File: src/sv/assert_macros.svh
// assertion helpers for the rtl
`ifndef ASSERT_MACROS_SVH
`define ASSERT_MACROS_SVH

// condition holds at every clock edge out of reset
`define ASSERT_ALWAYS(label, clk, rst, cond) \
  label: assert property (@(posedge clk) disable iff (rst) (cond)) \
    else $error("assertion failed: invariant");

// antecedent in one cycle implies consequent in the next
`define ASSERT_NEXT(label, clk, rst, ante, cons) \
  label: assert property (@(posedge clk) disable iff (rst) (ante) |=> (cons)) \
    else $error("assertion failed: next-cycle implication");

`endif

File: src/sv/i2cm_pkg.sv
package i2cm_pkg;

  // command codes
  localparam logic [2:0] CMD_NONE     = 3'd0;
  localparam logic [2:0] CMD_START    = 3'd1;
  localparam logic [2:0] CMD_STOP     = 3'd2;
  localparam logic [2:0] CMD_WRITE    = 3'd3;
  localparam logic [2:0] CMD_READ     = 3'd4;
  localparam logic [2:0] CMD_WAIT_ACK = 3'd5;

  // configuration register indexes
  localparam logic CFG_TICKS_PER_US = 1'b0;
  localparam logic CFG_ACK_TIMEOUT  = 1'b1;

  localparam int TPU_W = 10;
  localparam int TMO_W = 8;
  localparam logic [TPU_W-1:0] TPU_RESET = 10'd50;
  localparam logic [TMO_W-1:0] TMO_RESET = 8'd250;
  localparam logic [7:0] MSB_MASK = 8'h80;

  // line sequencer phases
  typedef enum logic [4:0] {
    PH_IDLE    = 5'd0,
    PH_ST_A    = 5'd1,
    PH_ST_B    = 5'd2,
    PH_SP_A    = 5'd3,
    PH_SP_B    = 5'd4,
    PH_WR_LO   = 5'd5,
    PH_WR_HI   = 5'd6,
    PH_WR_TL   = 5'd7,
    PH_RD_LO   = 5'd8,
    PH_RD_HI   = 5'd9,
    PH_AK_LO   = 5'd10,
    PH_AK_HI   = 5'd11,
    PH_WA_REL  = 5'd12,
    PH_WA_SCL  = 5'd13,
    PH_WA_POLL = 5'd14
  } phase_t;

  // one tick request, lowest field last
  typedef struct packed {
    logic       sda_in;
    logic       send_ack;
    logic [7:0] tx_data;
    logic [2:0] cmd;
  } item_t;

  // one tick result, lowest field last
  typedef struct packed {
    logic       ack_fail;
    logic [7:0] rx_data;
    logic       done_res;
    logic       busy_res;
    logic       sda_release;
    logic       scl_release;
  } result_t;

  // delay timer step
  typedef struct packed {
    logic [TPU_W-1:0] div;
    logic [2:0]       unit;
    logic             expired;
  } tmr_t;

  // microseconds a phase holds its levels
  function automatic logic [2:0] phase_us(input phase_t ph);
    logic [2:0] us;
    case (ph)
      PH_ST_A, PH_ST_B, PH_SP_A, PH_SP_B: us = 3'd4;
      PH_WR_LO, PH_WR_HI, PH_WR_TL, PH_RD_LO: us = 3'd2;
      PH_AK_LO, PH_AK_HI: us = 3'd2;
      PH_RD_HI, PH_WA_REL, PH_WA_SCL: us = 3'd1;
      default: us = 3'd0;
    endcase
    return us;
  endfunction

endpackage

File: src/sv/i2cm_timer.sv
module i2cm_timer (
  input  logic [i2cm_pkg::TPU_W-1:0] ticks_per_us,
  input  logic [i2cm_pkg::TPU_W-1:0] div,
  input  logic [2:0]                 unit,
  input  logic [2:0]                 us,
  output i2cm_pkg::tmr_t             tmr
);
  import i2cm_pkg::*;

  logic [TPU_W:0] div_inc;
  logic [2:0]     unit_inc;

  assign div_inc  = {1'b0, div} + {{TPU_W{1'b0}}, 1'b1};
  assign unit_inc = unit + 3'd1;

  // a zero divisor behaves as one since the compare still wraps every tick
  always_comb begin
    tmr.div     = div_inc[TPU_W-1:0];
    tmr.unit    = unit;
    tmr.expired = 1'b0;
    if (div_inc >= {1'b0, ticks_per_us}) begin
      tmr.div  = '0;
      tmr.unit = unit_inc;
      if (unit_inc >= us) begin
        tmr.unit    = 3'd0;
        tmr.expired = 1'b1;
      end
    end
  end

endmodule

File: src/sv/i2cm_seq.sv
module i2cm_seq (
  input  logic                       clk,
  input  logic                       rst,
  input  logic                       fire,
  input  i2cm_pkg::item_t            item,
  input  logic [i2cm_pkg::TPU_W-1:0] ticks_per_us,
  input  logic [i2cm_pkg::TMO_W-1:0] ack_timeout,
  output i2cm_pkg::result_t          res
);
  import i2cm_pkg::*;
  `include "assert_macros.svh"

  phase_t           phase, phase_next;
  logic [3:0]       bit_count, bit_count_next;
  logic [7:0]       shift_reg, shift_reg_next;
  logic [TPU_W-1:0] tick_divider, tick_divider_next;
  logic [2:0]       unit_count, unit_count_next;
  logic [7:0]       poll_count, poll_count_next;
  logic             scl_level, scl_level_next;
  logic             sda_level, sda_level_next;
  logic [7:0]       rx_byte, rx_byte_next;
  logic             fail_flag, fail_flag_next;
  logic             ack_choice, ack_choice_next;
  logic             done;
  tmr_t             tmr;

  i2cm_timer u_timer (
    .ticks_per_us (ticks_per_us),
    .div          (tick_divider),
    .unit         (unit_count),
    .us           (phase_us(phase)),
    .tmr          (tmr)
  );

  // sequencer state, advanced once per accepted tick
  always_ff @(posedge clk) begin
    if (rst) begin
      phase        <= PH_IDLE;
      bit_count    <= '0;
      shift_reg    <= '0;
      tick_divider <= '0;
      unit_count   <= '0;
      poll_count   <= '0;
      scl_level    <= 1'b1;
      sda_level    <= 1'b1;
      rx_byte      <= '0;
      fail_flag    <= 1'b0;
      ack_choice   <= 1'b0;
    end else if (fire) begin
      phase        <= phase_next;
      bit_count    <= bit_count_next;
      shift_reg    <= shift_reg_next;
      tick_divider <= tick_divider_next;
      unit_count   <= unit_count_next;
      poll_count   <= poll_count_next;
      scl_level    <= scl_level_next;
      sda_level    <= sda_level_next;
      rx_byte      <= rx_byte_next;
      fail_flag    <= fail_flag_next;
      ack_choice   <= ack_choice_next;
    end
  end

  // next state and line levels for one tick
  always_comb begin
    phase_next        = phase;
    bit_count_next    = bit_count;
    shift_reg_next    = shift_reg;
    tick_divider_next = tick_divider;
    unit_count_next   = unit_count;
    poll_count_next   = poll_count;
    scl_level_next    = scl_level;
    sda_level_next    = sda_level;
    rx_byte_next      = rx_byte;
    fail_flag_next    = fail_flag;
    ack_choice_next   = ack_choice;
    done              = 1'b0;

    if (phase == PH_IDLE) begin
      // command launch, other codes are ignored
      if (item.cmd >= CMD_START && item.cmd <= CMD_WAIT_ACK) begin
        tick_divider_next = '0;
        unit_count_next   = '0;
        bit_count_next    = '0;
        case (item.cmd)
          CMD_START: begin
            scl_level_next = 1'b1;
            sda_level_next = 1'b1;
            phase_next     = PH_ST_A;
          end
          CMD_STOP: begin
            scl_level_next = 1'b0;
            sda_level_next = 1'b0;
            phase_next     = PH_SP_A;
          end
          CMD_WRITE: begin
            shift_reg_next = item.tx_data;
            scl_level_next = 1'b0;
            sda_level_next = |(item.tx_data & MSB_MASK);
            phase_next     = PH_WR_LO;
          end
          CMD_READ: begin
            shift_reg_next  = '0;
            ack_choice_next = item.send_ack;
            scl_level_next  = 1'b0;
            sda_level_next  = 1'b1;
            phase_next      = PH_RD_LO;
          end
          default: begin
            fail_flag_next  = 1'b0;
            poll_count_next = '0;
            sda_level_next  = 1'b1;
            phase_next      = PH_WA_REL;
          end
        endcase
      end
    end else if (phase == PH_WA_POLL) begin
      // ack poll, one sample per tick
      if (!item.sda_in) begin
        scl_level_next = 1'b0;
        phase_next     = PH_IDLE;
        done           = 1'b1;
      end else if (poll_count >= ack_timeout) begin
        fail_flag_next    = 1'b1;
        tick_divider_next = '0;
        unit_count_next   = '0;
        scl_level_next    = 1'b0;
        sda_level_next    = 1'b0;
        phase_next        = PH_SP_A;
      end else begin
        poll_count_next = poll_count + 8'd1;
      end
    end else begin
      // timed phases
      tick_divider_next = tmr.div;
      unit_count_next   = tmr.unit;
      if (tmr.expired) begin
        case (phase)
          PH_ST_A: begin
            sda_level_next = 1'b0;
            phase_next     = PH_ST_B;
          end
          PH_ST_B: begin
            scl_level_next = 1'b0;
            phase_next     = PH_IDLE;
            done           = 1'b1;
          end
          PH_SP_A: begin
            scl_level_next = 1'b1;
            sda_level_next = 1'b1;
            phase_next     = PH_SP_B;
          end
          PH_SP_B: begin
            phase_next = PH_IDLE;
            done       = 1'b1;
          end
          PH_WR_LO: begin
            scl_level_next = 1'b1;
            phase_next     = PH_WR_HI;
          end
          PH_WR_HI: begin
            scl_level_next = 1'b0;
            phase_next     = PH_WR_TL;
          end
          PH_WR_TL: begin
            bit_count_next = bit_count + 4'd1;
            if (bit_count_next >= 4'd8) begin
              phase_next = PH_IDLE;
              done       = 1'b1;
            end else begin
              shift_reg_next = {shift_reg[6:0], 1'b0};
              sda_level_next = shift_reg[6];
              phase_next     = PH_WR_LO;
            end
          end
          PH_RD_LO: begin
            scl_level_next = 1'b1;
            shift_reg_next = {shift_reg[6:0], item.sda_in};
            bit_count_next = bit_count + 4'd1;
            phase_next     = PH_RD_HI;
          end
          PH_RD_HI: begin
            scl_level_next = 1'b0;
            if (bit_count >= 4'd8) begin
              sda_level_next = ~ack_choice;
              phase_next     = PH_AK_LO;
            end else begin
              phase_next = PH_RD_LO;
            end
          end
          PH_AK_LO: begin
            scl_level_next = 1'b1;
            phase_next     = PH_AK_HI;
          end
          PH_AK_HI: begin
            scl_level_next = 1'b0;
            rx_byte_next   = shift_reg;
            phase_next     = PH_IDLE;
            done           = 1'b1;
          end
          PH_WA_REL: begin
            scl_level_next = 1'b1;
            phase_next     = PH_WA_SCL;
          end
          PH_WA_SCL: phase_next = PH_WA_POLL;
          default:   phase_next = PH_IDLE;
        endcase
      end
    end
  end

  // result of this tick
  always_comb begin
    res.scl_release = scl_level_next;
    res.sda_release = sda_level_next;
    res.busy_res    = (phase_next != PH_IDLE);
    res.done_res    = done;
    res.rx_data     = rx_byte_next;
    res.ack_fail    = fail_flag_next;
  end

  // bit counter never runs past one byte
  `ASSERT_ALWAYS(a_bit_count_range, clk, rst, bit_count <= 4'd8)
  // delay unit counter stays below the longest phase
  `ASSERT_ALWAYS(a_unit_count_range, clk, rst, unit_count < 3'd4)
  // state only moves on an accepted tick
  `ASSERT_NEXT(a_phase_holds, clk, rst, !fire, $stable(phase) && $stable(tick_divider))

endmodule

File: src/sv/i2c_master_bit_engine_top.sv
// channel | direction | tdata fields, lowest bit first
// s_*     | in        | cmd[2:0] tx_data[10:3] send_ack[11] sda_in[12]
// m_*     | out       | scl_release[0] sda_release[1] busy_res[2] done_res[3]
//         |           | rx_data[11:4] ack_fail[12]
// cfg_*   | in        | index 0 ticks_per_us, index 1 ack_timeout
//
// one request per cycle sustained while the output is not stalled; each request is one sequencer tick
// a request waits in the input register until it fires, and the output register
// captures its result as it fires
// rst is synchronous: line levels released, sequencer idle, config defaults
// an output stall holds the result and the input register, s_tready drops
// only when both are full
module i2c_master_bit_engine_top (
  input  logic        clk,
  input  logic        rst,
  input  logic        s_tvalid,
  output logic        s_tready,
  input  logic [15:0] s_tdata,   // cmd, tx_data, send_ack, sda_in
  output logic        m_tvalid,
  input  logic        m_tready,
  output logic [15:0] m_tdata,   // scl_release, sda_release, busy_res, done_res,
                                 // rx_data, ack_fail
  input  logic        cfg_we,
  input  logic        cfg_index,
  input  logic [9:0]  cfg_wdata
);
  import i2cm_pkg::*;

  logic             in_valid;
  item_t            in_item;
  logic             fire;
  result_t          res;
  logic [TPU_W-1:0] ticks_per_us;
  logic [TMO_W-1:0] ack_timeout;

  assign fire     = in_valid && (!m_tvalid || m_tready);
  assign s_tready = !in_valid || fire;

  // configuration registers
  always_ff @(posedge clk) begin
    if (rst) begin
      ticks_per_us <= TPU_RESET;
      ack_timeout  <= TMO_RESET;
    end else if (cfg_we) begin
      case (cfg_index)
        CFG_TICKS_PER_US: ticks_per_us <= cfg_wdata;
        CFG_ACK_TIMEOUT:  ack_timeout  <= cfg_wdata[TMO_W-1:0];
        default: ;
      endcase
    end
  end

  // input register
  always_ff @(posedge clk) begin
    if (rst) begin
      in_valid <= 1'b0;
    end else if (s_tvalid && s_tready) begin
      in_valid <= 1'b1;
    end else if (fire) begin
      in_valid <= 1'b0;
    end
  end

  always_ff @(posedge clk) begin
    if (s_tvalid && s_tready) begin
      in_item <= item_t'(s_tdata[12:0]);
    end
  end

  i2cm_seq u_seq (
    .clk          (clk),
    .rst          (rst),
    .fire         (fire),
    .item         (in_item),
    .ticks_per_us (ticks_per_us),
    .ack_timeout  (ack_timeout),
    .res          (res)
  );

  // output register
  always_ff @(posedge clk) begin
    if (rst) begin
      m_tvalid <= 1'b0;
    end else if (fire) begin
      m_tvalid <= 1'b1;
    end else if (m_tready) begin
      m_tvalid <= 1'b0;
    end
  end

  always_ff @(posedge clk) begin
    if (fire) begin
      m_tdata <= {3'b000, res};
    end
  end

endmodule

File: config.mk
export PLATFORM = sky130hd
export DESIGN_NAME = i2c_master_bit_engine_top
export DESIGN_NICKNAME = d
export VERILOG_FILES = /design/src/sv/i2cm_pkg.sv /design/src/sv/i2cm_timer.sv /design/src/sv/i2cm_seq.sv /design/src/sv/i2c_master_bit_engine_top.sv
export VERILOG_INCLUDE_DIRS = /design/src /design/src/sv
export SDC_FILE = /design/constraint.sdc
export NUM_CORES = 1
export LEC_CHECK = 0
export BUFFER_PORTS_ARGS = -buffer_cell sky130_fd_sc_hd__buf_4
export CAP_MARGIN = 15
export CORE_MARGIN = 5
export CORE_UTILIZATION = 45
export DETAILED_ROUTE_END_ITERATION = 16
export GPL_TIMING_DRIVEN = 1
export SETUP_SLACK_MARGIN = 0.05
export SYNTH_ARGS = -nofsm -noshare
export SYNTH_HDL_FRONTEND = slang
export SYNTH_SLANG_ARGS = --single-unit
File: constraint.sdc
create_clock -name clk -period 4.46 [get_ports clk]
set_input_delay 1.338 -clock clk [delete_from_list [all_inputs] [get_ports clk]]
set_output_delay 1.338 -clock clk [all_outputs]
set_load 0.02 [all_outputs]
# == Yosys cells after proc, flatten, opt, wreduce, memory -nomap -nowiden ==
# Memory sizes are Yosys's and may differ from the RTL's. A register that Yosys moved wholly into a read port is not among the register bits.
# Cells that the tools add are included.
# totals
regBits,96
latchBits,0
ram_bits,0
mem_bits_ro,48
inputBits,32
out_inout_bits,18
elab_cells,172
mem_count,1
# mem_list
memory,depth,width,read_ports,rd_clocked_by_memory_dff,write_ports,line,rtl
(no name shown),16,3,1,1,0,i2cm_pkg.sv:68,case (ph)
# op_classes
n_addsub,4
mul,0
div_mod_pow,0
order_cmp,7
eq_ne,26
n_shift,0
muxes,80
bitwise,2
reduce_logical,31
# ops
op,n
2-to-1 mux 8 bit,15
2-to-1 mux 10 bit,5
one-hot mux 5 bit (10 select lines),1
== test 5 x 4 -> 1 bit (second input constant),7
2-to-1 mux 4 bit,8
one-hot mux 8 bit (2 select lines),2
2-to-1 mux 5 bit,6
2-to-1 mux 1 bit,28
2-to-1 mux 3 bit,7
== test 5 x 3 -> 1 bit (second input constant),4
one-hot mux 4 bit (4 select lines),1
2-to-1 mux 14 bit,1
nonzero test 2 bit,6
adder 10 x 1 -> 11 bit (second input constant),1
>= comparator 11 x 10 -> 1 bit,1
== test 5 x 2 -> 1 bit (second input constant),2
AND reduction 5 bit,2
!= test 3 x 2 -> 1 bit (second input constant),3
adder 8 x 1 -> 8 bit (second input constant),1
>= comparator 4 bit (second input constant),2
>= comparator 8 bit,1
one-hot mux 1 bit (2 select lines),4
AND reduction 4 bit,2
OR reduction 4 bit,2
other kinds (27),38

# == Logic depth before layout (Yosys ltp) ==
# Gate-level depths: netlist (run 1).
# depth
word_depth,9
mapped_depth,15
mapped_depth_nobuf,14

# == Hierarchy ==
# From an unflattened synthesis (run 1), not the netlist that was laid out.
# hier_totals
cells_unflattened,633
hier_area_um2,5564.1
# by_module_without_submodules
mod,instances,cells_per_inst,area_per_inst_um2,seq_area_each_um2
i2cm_seq,1,436,3298.2,1061.0
i2c_master_bit_engine_top,1,115,1651.6,1181.1
i2cm_timer,1,82,614.3,0.0

# == Worst setup path before layout (run 1) ==
# OpenSTA, ideal clock, no wires.
# synth_path
path_type,register to register
start,register u_seq.tick_divider[2]
end,register m_tdata[2] (data pin)
arrival_ps,2994
required_time_ps,4188
slack_ps,1194
stages_incl_launch_ff,15
n_path_buf,0
synth_period_minus_slack_ps,3266
cell_sequence,dfxtp_1 -> nand3_1 -> nor2_1 -> nand3_1 -> nor2_1 -> xor2_1 -> ha_1 -> a21oi_1 -> nand2_1 -> o21ai_2 -> o21a_4 -> mux2i_1 -> o21ai_0 -> a221o_1 -> or4_1
# synth_lines
element,line,rtl
"start, declared",i2cm_seq.sv:16,"logic [TPU_W-1:0] tick_divider, tick_divider_next;"
"start signal, assigned",i2cm_seq.sv:53,tick_divider <= tick_divider_next;
"end signal, assigned",i2c_master_bit_engine_top.sv:93,"m_tdata <= {3'b000, res};"
"end, declared",i2c_master_bit_engine_top.sv:21,"output logic [15:0] m_tdata,"

==> metrics, run 1 <==
setup slack, reg-to-reg 0.66 ns; Clock Tree Buf Depth 2; share of cells above drive strength 1 0.142; gr ovfl total 0; area leader, netlist dfxtp_1; setup bufs post-CTS 0; number of global-route vias before repair 4233; Cell Count, Final, Fillers Out 808; CP startpoint u_seq.tick_divider[2]$_SDFFE_PP0P_; Required @ worst endpoint 4.55 ns; WL/cell 15.3 µm; Syn Std Cell Area 5390 µm²; Site Rows 40; period utilisation layout 0.851; clk_lat worst skew 0.35 ns; Worst slew margin 0.445; synth cell count leaders nand2_1 (86), dfxtp_1 (73), nor2_1 (67), a21oi_1 (43), nand3_1 (35); peak supply drop 242 µV; sequential cell area fraction in the yosys report 0.416; WL met2 5580 µm; M1 WL 5810 µm; I/O Pins 50; Final #Nets 714; CP endpoint kind register; Routed met3 length 725 µm; Slowest-stage cell, CP dfxtp_1; pins over their slew limit 0; post-synthesis cell count 622; actual transition at the worst max-transition pin 0.833 ns; clk_skew 0.00891 ns; reg-to-reg critical path startpoint u_seq.tick_divider[2]$_SDFFE_PP0P_; CP startpoint kind register; vias per cell 5.60; total via count in the routed design 4522; largest registers in_item x13, m_tdata x13; Synth cell types 65; DR top layer met4; Leak Pwr 2.59 nW; share of flip-flops with an asynchronous set or reset 0; global placement routability congestion 0.900; top area cells in the synthesized netlist dfxtp_1 (27%), edfxtp_1 (14%), ha_1 (6.0%), nand2_1 (6.0%), nor2_1 (4.7%); worst hold path cell count 2; root cell of the clock tree clkbuf_16; # fillers 1130; crit path to m_tdata[2]$_DFFE_PP_; share of the synthesized area in the top cell type 0.271; ant diodes 0; class of the worst hold path reg2reg; placed cells 792; Initial Util 0.455; final WL 12400 µm; FF+latch count, synth 99; cts-stage hold buffer count 0; Post-synth top flop dfxtp_1; reg2reg end m_tdata[2]$_DFFE_PP_; first-pass GRT wire length 21000 µm; clk sinks 99; CTS tree yes; min Tclk post-route 3.80 ns; PwrDens 342 nW/µm²; Tot GR Track Use 0.180; Final Hold Viols 0; die area 14300 µm²; Ys Warns 0; IO Port Bufs 43; register area 2240 µm²; DIE WIDTH 119 µm; initial antenna violation count 0; H-tree levels 3; Arr. time, crit path 3.89 ns; hpwl dp 9140 µm; Max Cap Viol 0; Num CTS Buffers 9; Post-route DRC 0; Pre-antenna DRT Iters 5; CP peak stage delay 0.44 ns; Reg2Reg Depth 14; kind of critical path reg2reg; DIE HEIGHT 119 µm; count leader, synth nand2_1; unrepaired setup endpoints after global routing false; EDFF count, synth 26; Setup Viol. Count Final 0; fin util 0.518; TNS Setup 0 ns; Avg Inst Size Synth 8.67 µm²; Crit Path Max Fanout 14; post-cts sizing count 0; Area Overhead vs Synth 14.0%; Routed Antenna Nets 0; status completed; drt first-iter violations 271; multi-input combinational cell area 2920 µm²; Core Footprint 11900 µm²; clock slew at reported path FFs 0.08 ns; CP Cell Sequence nand3_1 -> nor2_1 -> nand3_1 -> nor2_1 -> xor2_1 -> ha_1 -> a21oi_1 -> nand2_1 -> o21ai_2 -> o21a_4 -> mux2i_1 -> o21ai_0 -> a221o_1 -> or4_1; Fmax 263 MHz; pin count of the biggest net entering global routing 52
-- stage by stage --
step / area, µm² / hold WS [ns] / total power, W / setup slack, ns
detailed placement: 5840 / 0.450 / 0.00133 / 0.725
floorplan: 5400 / 0.436 / 0.00122 / 1.19
global route: 6150 / 0.476 / 0.00220 / 0.369
global placement: 5840 / 0.450 / 0.00132 / 0.784
finish: 6150 / 0.461 / 0.00210 / 0.665
CTS: 6150 / 0.461 / 0.00212 / 0.703
-- cell families (layout without fill, tap and decap cells) --
logic type / count (synthesis) / count (layout) / synth area share
xor+xnor: 23 / 23 / 0.0373
flops: 99 / 99 / 0.416
other cells: 1 / 3 / 0.000695
simple gates: 254 / 254 / 0.225
buf+inv: 60 / 97 / 0.0459
compound gates: 138 / 138 / 0.174
fa+ha+maj: 27 / 27 / 0.0622
mux: 20 / 20 / 0.0392
-- area by class of cell --
| type | instances | share of cell area |
|---|---|---|
| clock buffer | 10 | 0.0389 |
| clock inverter | 6 | 0.0110 |
| inverter | 29 | 0.0177 |
| multi-input combinational | 465 | 0.474 |
| sequential | 99 | 0.365 |
| tap | 147 | 0.0299 |
| timing repair buffer | 52 | 0.0635 |
-- worst max-delay path, delay by kind of cell (launching register included) --
family,cells,cell delay [ns]
AND/OR/NAND/NOR,6,1.44
adder cells (fa/ha/maj),1,0.27
XOR/XNOR,1,0.18
multiplexers,1,0.24
AO/OA/AOI/OAI,5,0.96
flip-flops,1,0.44
-- placed cells by master, fill, tap and decap left out, types with 4 or more instances in the layout --
master      n
nand2_1    86
dfxtp_1    73
nor2_1     67
buf_4      52
a21oi_1    43
nand3_1    35
inv_1      29
ha_1       26
edfxtp_1   26
o21ai_0    23
xor2_1     16
nor2b_1    12
a21o_1     12
mux2i_1    11
nor3_1      9
mux2_2      9
clkbuf_16   9
nand2b_1    8
a31oi_1     8
xnor2_1     7
or3_1       6
o211ai_1    6
o21a_1      5
and2_1      5
nand3b_1    4
a211oi_1    4
and3_1      4
a22oi_1     4
-- where the power goes --
group          total [W]  switching, W  internal [W]
combinational   0.000314      0.000190      0.000124
clock           0.000790      0.000380      0.000411
sequential      0.000996     0.0000369      0.000959
-- worst min-delay path by stage --
stage | start | endpoint
floorplan | ack_timeout[2]$_SDFFE_PP0P_ | ack_timeout[2]$_SDFFE_PP0P_
global placement | ticks_per_us[3]$_SDFFE_PP0P_ | ticks_per_us[3]$_SDFFE_PP0P_
CTS | ticks_per_us[2]$_SDFFE_PP0P_ | ticks_per_us[2]$_SDFFE_PP0P_
global route | ticks_per_us[9]$_SDFFE_PP0P_ | ticks_per_us[9]$_SDFFE_PP0P_
detailed placement | ticks_per_us[2]$_SDFFE_PP0P_ | ticks_per_us[2]$_SDFFE_PP0P_
finish | ticks_per_us[7]$_SDFFE_PP0P_ | ticks_per_us[7]$_SDFFE_PP0P_
-- per-layer routing --
layer / GRT usage / vias up
li1: - / 2249
met2: 0.280 / 132
met1: 0.248 / 2119
met4: 0.0480 / 0
met3: 0.0465 / 22
met5: 0 / -
Power figures use the tool's default switching activity.
==> run 2: changes to the inputs <==
--- a/config.mk
+++ b/config.mk
@@ -12,6 +12,7 @@
 export CORE_UTILIZATION = 45
 export DETAILED_ROUTE_END_ITERATION = 16
 export GPL_TIMING_DRIVEN = 1
+export RECOVER_POWER = 25
 export SETUP_SLACK_MARGIN = 0.05
 export SYNTH_ARGS = -nofsm -noshare
 export SYNTH_HDL_FRONTEND = slang
==> metrics, run 2 (synthesis results as in run 1) <==
worst path bufs/invs 0 (unchanged); total via count in the routed design 4529 (+0.15%); PwrDens 342 nW/µm² (about the same); Final Cell Area 6150 µm² (about the same); Area Overhead vs Synth 13.9% (about the same); die area 14300 µm² (unchanged); Final Hold Viols 0 (unchanged); final WL 12500 µm (+0.62%); peak supply drop 241 µV (-0.24%); Num CTS Buffers 9 (unchanged); Crit Path Max Fanout 14 (unchanged); gr ovfl total 0 (unchanged); DIE HEIGHT 119 µm (unchanged); status completed; ant diodes 0 (unchanged); global placement routability congestion 0.900 (unchanged); min Tclk post-route 3.79 ns (-0.00671 ns); Core Footprint 11900 µm² (unchanged); clk_lat worst skew 0.35 ns (about the same); Final #Nets 714 (unchanged); pin count of the biggest net entering global routing 52 (unchanged); Tot GR Track Use 0.180 (unchanged); Worst slew margin 0.443 (-0.00194); share of cells above drive strength 1 0.141 (-0.00151); hpwl dp 9140 µm (unchanged); Max Cap Viol 0 (unchanged); TNS Setup 0 ns (unchanged); Setup Viol. Count Final 0 (unchanged); post-cts sizing count 0 (unchanged); class of the worst hold path reg2reg; Post-route DRC 0 (unchanged); root cell of the clock tree clkbuf_16; fin util 0.518 (about the same); Routed Antenna Nets 0 (unchanged); Clock Tree Buf Depth 2 (unchanged); CP Cell Sequence nand3_1 -> nor2_1 -> nand3_1 -> nor2_1 -> xor2_1 -> ha_1 -> a21oi_1 -> nand2_1 -> o21ai_2 -> o21a_4 -> mux2i_1 -> o21ai_0 -> a221o_1 -> or4_1; WL/cell 15.4 µm (+0.62%); most common cell after layout, fill and taps aside nand2_1; first-pass GRT wire length 21000 µm (unchanged); clk sinks 99 (unchanged); Required @ worst endpoint 4.55 ns (about the same); period utilisation layout 0.850 (-0.00150); Pre-antenna DRT Iters 5 (unchanged); unrepaired setup endpoints after global routing false; DP Area 5840 µm² (unchanged); Fmax 264 MHz (+0.18%); Arr. time, crit path 3.88 ns (about the same); commonest cells after routing, fill and taps aside nand2_1 (86), dfxtp_1 (73), nor2_1 (67); Initial Util 0.455 (unchanged); pins over their slew limit 0 (unchanged); CP startpoint kind register; kind of critical path reg2reg; cts-stage hold buffer count 0 (unchanged); clock slew at reported path FFs 0.08 ns (about the same); largest registers in_item x13, m_tdata x13; setup bufs post-CTS 0 (unchanged); IO Port Bufs 43 (unchanged); Slowest-stage cell, CP dfxtp_1; top cell family by delay on the critical path simple AND/OR/NAND/NOR gates; CTS tree yes; vias per cell 5.61 (+0.15%); actual transition at the worst max-transition pin 0.836 ns (+0.00290 ns); Leak Pwr 2.58 nW (-0.27%); initial antenna violation count 0 (unchanged); DIE WIDTH 119 µm (unchanged); CP endpoint kind register; H-tree levels 3 (unchanged); smallest hold slack 0.461 ns (+0.000136 ns); drt first-iter violations 279 (+3.0%); CP peak stage delay 0.44 ns (about the same); clk_skew 0.0102 ns (+0.00131 ns); Site Rows 40 (unchanged); I/O Pins 50 (unchanged); number of global-route vias before repair 4233 (unchanged)
==> run 2: cell count changes in the layout (fill, tap and decap cells not counted) <==
cell	delta
and2_1	-1
buf_4	-15
clkbuf_1	+1
and2_0	+1
clkbuf_4	+14
==> run 2: path summary, 6_finish.rpt <==
kind         slack, ns                            to                               start  depth (start not counted)
min               0.46  ticks_per_us[7]$_SDFFE_PP0P_        ticks_per_us[7]$_SDFFE_PP0P_                          2
max reg2reg       0.67          m_tdata[2]$_DFFE_PP_  u_seq.tick_divider[2]$_SDFFE_PP0P_                         14
min reg2reg       0.46  ticks_per_us[7]$_SDFFE_PP0P_        ticks_per_us[7]$_SDFFE_PP0P_                          2
max               0.67          m_tdata[2]$_DFFE_PP_  u_seq.tick_divider[2]$_SDFFE_PP0P_                         14
==> run 2: final cells by class <==
class | count | area, µm²
Inverter | 29 | 109
Fill cell | 1129 | 5720
Multi-Input combinational cell | 465 | 2920
Clock inverter | 6 | 67.6
Sequential cell | 99 | 2240
Tap cell | 147 | 184
Clock buffer | 10 | 239
Timing Repair Buffer | 52 | 387
==> run 2: power by group <==
group | switching (W) | leakage, nW | internal (W) | total, W
clock network | 0.000380 | 0.150 | 0.000411 | 0.000791
logic | 0.000191 | 1.59 | 0.000123 | 0.000313
registers | 0.0000372 | 0.843 | 0.000959 | 0.000997
total | 0.000608 | 2.58 | 0.00149 | 0.00210
==> run 2: stage by stage <==
| step | worst slack [ns] | instances | power [W] |
|---|---|---|---|
| after floorplan | 1.19 | 624 | 0.00122 |
| after global placement | 0.784 | 792 | 0.00132 |
| after global routing | 0.369 | 808 | 0.00220 |
| final | 0.671 | 808 | 0.00210 |
| after detailed placement | 0.725 | 792 | 0.00133 |
| after CTS | 0.703 | 808 | 0.00212 |
==> run 2: tightest hold or removal path: stages (launching register included) <==
cell,delay [ns]
dfxtp_1,0.32
nand2_1,0.05
a21oi_1,0.05
==> run 2: metal layers <==
metal | vias up | share of wire | GRT usage
met2 | 131 | 0.45 | 0.280
met5 | - | 0 | 0
li1 | 2246 | - | -
met1 | 2132 | 0.47 | 0.248
met4 | 0 | 0.020 | 0.0480
met3 | 20 | 0.056 | 0.0465
==> run 3: changes to the inputs <==
--- a/config.mk
+++ b/config.mk
@@ -12,6 +12,7 @@
 export CORE_UTILIZATION = 45
 export DETAILED_ROUTE_END_ITERATION = 16
 export GPL_TIMING_DRIVEN = 1
+export PLACE_DENSITY = 0.66
 export RECOVER_POWER = 25
 export SETUP_SLACK_MARGIN = 0.05
 export SYNTH_ARGS = -nofsm -noshare
==> constraint.sdc (replaced) <==
create_clock -name clk -period 3.2 [get_ports clk]
set_input_delay 0.96 -clock clk [delete_from_list [all_inputs] [get_ports clk]]
set_output_delay 0.96 -clock clk [all_outputs]
set_load 0.02 [all_outputs]
==> metrics, run 3 (synthesis results as in run 1) <==
status completed; Placement Setup Slack -0.0994 ns (-0.824 ns); Initial Util 0.455 (unchanged); total via count in the routed design 4599 (+1.5%); Reg2Reg Depth 15 (+1); die area 14300 µm² (unchanged); Cell Count, Final, Fillers Out 831 (+2.8%); WL/cell 15.5 µm (+0.65%); CP endpoint kind register; TNS Setup 0 ns (unchanged); H-tree levels 3 (unchanged); Site Rows 40 (unchanged); # fillers 1097 (-2.8%); Crit Path Max Fanout 8 (-6); Worst slew margin 0.247 (-0.195); CTS tree yes; Num CTS Buffers 9 (unchanged); Setup Viol. Count Final 0 (unchanged); kind of critical path reg2reg; fin util 0.542 (+0.0239); DIE HEIGHT 119 µm (unchanged); placed cells 811 (+2.4%); CP startpoint kind register; DIE WIDTH 119 µm (unchanged); root cell of the clock tree clkbuf_16; IO Port Bufs 43 (unchanged); Pre-antenna DRT Iters 5 (unchanged); pin count of the biggest net entering global routing 52 (unchanged); Post-route DRC 0 (unchanged); first-pass GRT wire length 21600 µm (+2.9%); Tot GR Track Use 0.185 (+0.00513); I/O Pins 50 (unchanged); clock slew at reported path FFs 0.07 ns (about the same); unrepaired setup endpoints after global routing true; clk_skew 0.0101 ns (-0.000155 ns); period utilisation layout 0.985 (+0.135); smallest hold slack 0.459 ns (-0.00226 ns); PwrDens 471 nW/µm² (+38%); gr ovfl total 0 (unchanged); Core Footprint 11900 µm² (unchanged); ant diodes 0 (unchanged); class of the worst hold path reg2reg; Fmax 317 MHz (+20%); largest registers in_item x13, m_tdata x13; hpwl dp 9550 µm (+4.5%); Final Hold Viols 0 (unchanged); initial antenna violation count 0 (unchanged); actual transition at the worst max-transition pin 1.13 ns (+0.293 ns); min Tclk post-route 3.15 ns (-0.637 ns); final WL 12900 µm (+3.5%); most common cell after layout, fill and taps aside nand2_1; Area Overhead vs Synth 19.2%; Worst Setup Slack, final 0.0481 ns (-0.623 ns); share of cells above drive strength 1 0.190 (+0.0494); pins over their slew limit 0 (unchanged); Max Cap Viol 0 (unchanged); Final #Nets 737 (+3.2%); Clock Tree Buf Depth 2 (unchanged); worst hold path cell count 2 (unchanged); Arr. time, crit path 3.34 ns (-0.54 ns); Leak Pwr 2.70 nW (+4.6%); clk_lat worst skew 0.35 ns (about the same); drt first-iter violations 274 (-1.8%); vias per cell 5.53 (-1.3%); Required @ worst endpoint 3.39 ns (-1.16 ns); commonest cells after routing, fill and taps aside nand2_1 (85), dfxtp_1 (68), nor2_1 (63); global placement routability congestion 0.895 (-0.56%); number of global-route vias before repair 4492 (+6.1%); clk sinks 99 (unchanged); peak supply drop 309 µV (+28%); Routed Antenna Nets 0 (unchanged)
run 3: changes by cell type in the layout (fill, tap and decap cells not counted), sizes merged:
cell,previous run,this run
bufinv,0,2
inv,32,31
clkinv,3,1
clkinvlp,0,2
buf,37,58
clkbuf,25,26
run 3: where the power goes:
group / total, W / switching, W / internal [W]
logic: 0.000472 / 0.000284 / 0.000188
clock network: 0.00118 / 0.000488 / 0.000691
registers: 0.00138 / 0.0000419 / 0.00134
total: 0.00303 / 0.000814 / 0.00221
run 3: final cells by class:
cell class / instances / area, µm² / share of cell area
tap: 147 / 184 / 0.0286
inverter: 29 / 109 / 0.0169
clock buffer: 9 / 225 / 0.0350
multi-input combinational: 465 / 2990 / 0.465
clock inverter: 7 / 98.8 / 0.0154
sequential: 99 / 2260 / 0.351
timing repair buffer: 75 / 562 / 0.0874
run 3: critical path, cell delays in order, from the launching register on:
cell	delay, ns
dfxtp_4	0.36
ha_4	0.16
nand3_4	0.09
nor2_4	0.04
buf_4	0.13
xor2_1	0.14
ha_1	0.30
nand2_1	0.08
o21ai_1	0.19
a21oi_2	0.09
o21ai_0	0.39
buf_4	0.21
nand4_2	0.15
or2_2	0.44
mux2i_1	0.18
nor2_1	0.06
run 3: final timing paths:
| check | start | to | slack (ns) |
|---|---|---|---|
| max | u_seq.tick_divider[0]$_SDFFE_PP0P_ | u_seq.rx_byte[7]$_SDFFE_PP0P_ | 0.05 |
| min | ticks_per_us[7]$_SDFFE_PP0P_ | ticks_per_us[7]$_SDFFE_PP0P_ | 0.46 |
| max reg2reg | u_seq.tick_divider[0]$_SDFFE_PP0P_ | u_seq.rx_byte[7]$_SDFFE_PP0P_ | 0.05 |
| min reg2reg | ticks_per_us[7]$_SDFFE_PP0P_ | ticks_per_us[7]$_SDFFE_PP0P_ | 0.46 |
run 3: what timing repair did:
action,in CTS,in global routing
gates resized for setup,9,10
pin swaps,5,7
hold buffers,0,0
buffers inserted,3,1
endpoints found under the setup margin,4,36
run 3: stage by stage:
| stage | power, W | cell area (µm²) |
|---|---|---|
| 2_1_floorplan | 0.00171 | 5430 |
| 3_3_place_gp | 0.00186 | 6030 |
| 3_5_place_dp | 0.00187 | 6030 |
| 4_1_cts | 0.00305 | 6400 |
| 5_1_grt | 0.00317 | 6430 |
| 6_report | 0.00303 | 6430 |
run 3: layer usage:
layer | GRT usage | share of wire | vias to the layer above
met5 | 0 | 0 | -
met4 | 0.0530 | 0.0097 | 0
met3 | 0.0413 | 0.052 | 10
met2 | 0.296 | 0.48 | 103
met1 | 0.251 | 0.46 | 2190
li1 | - | - | 2296
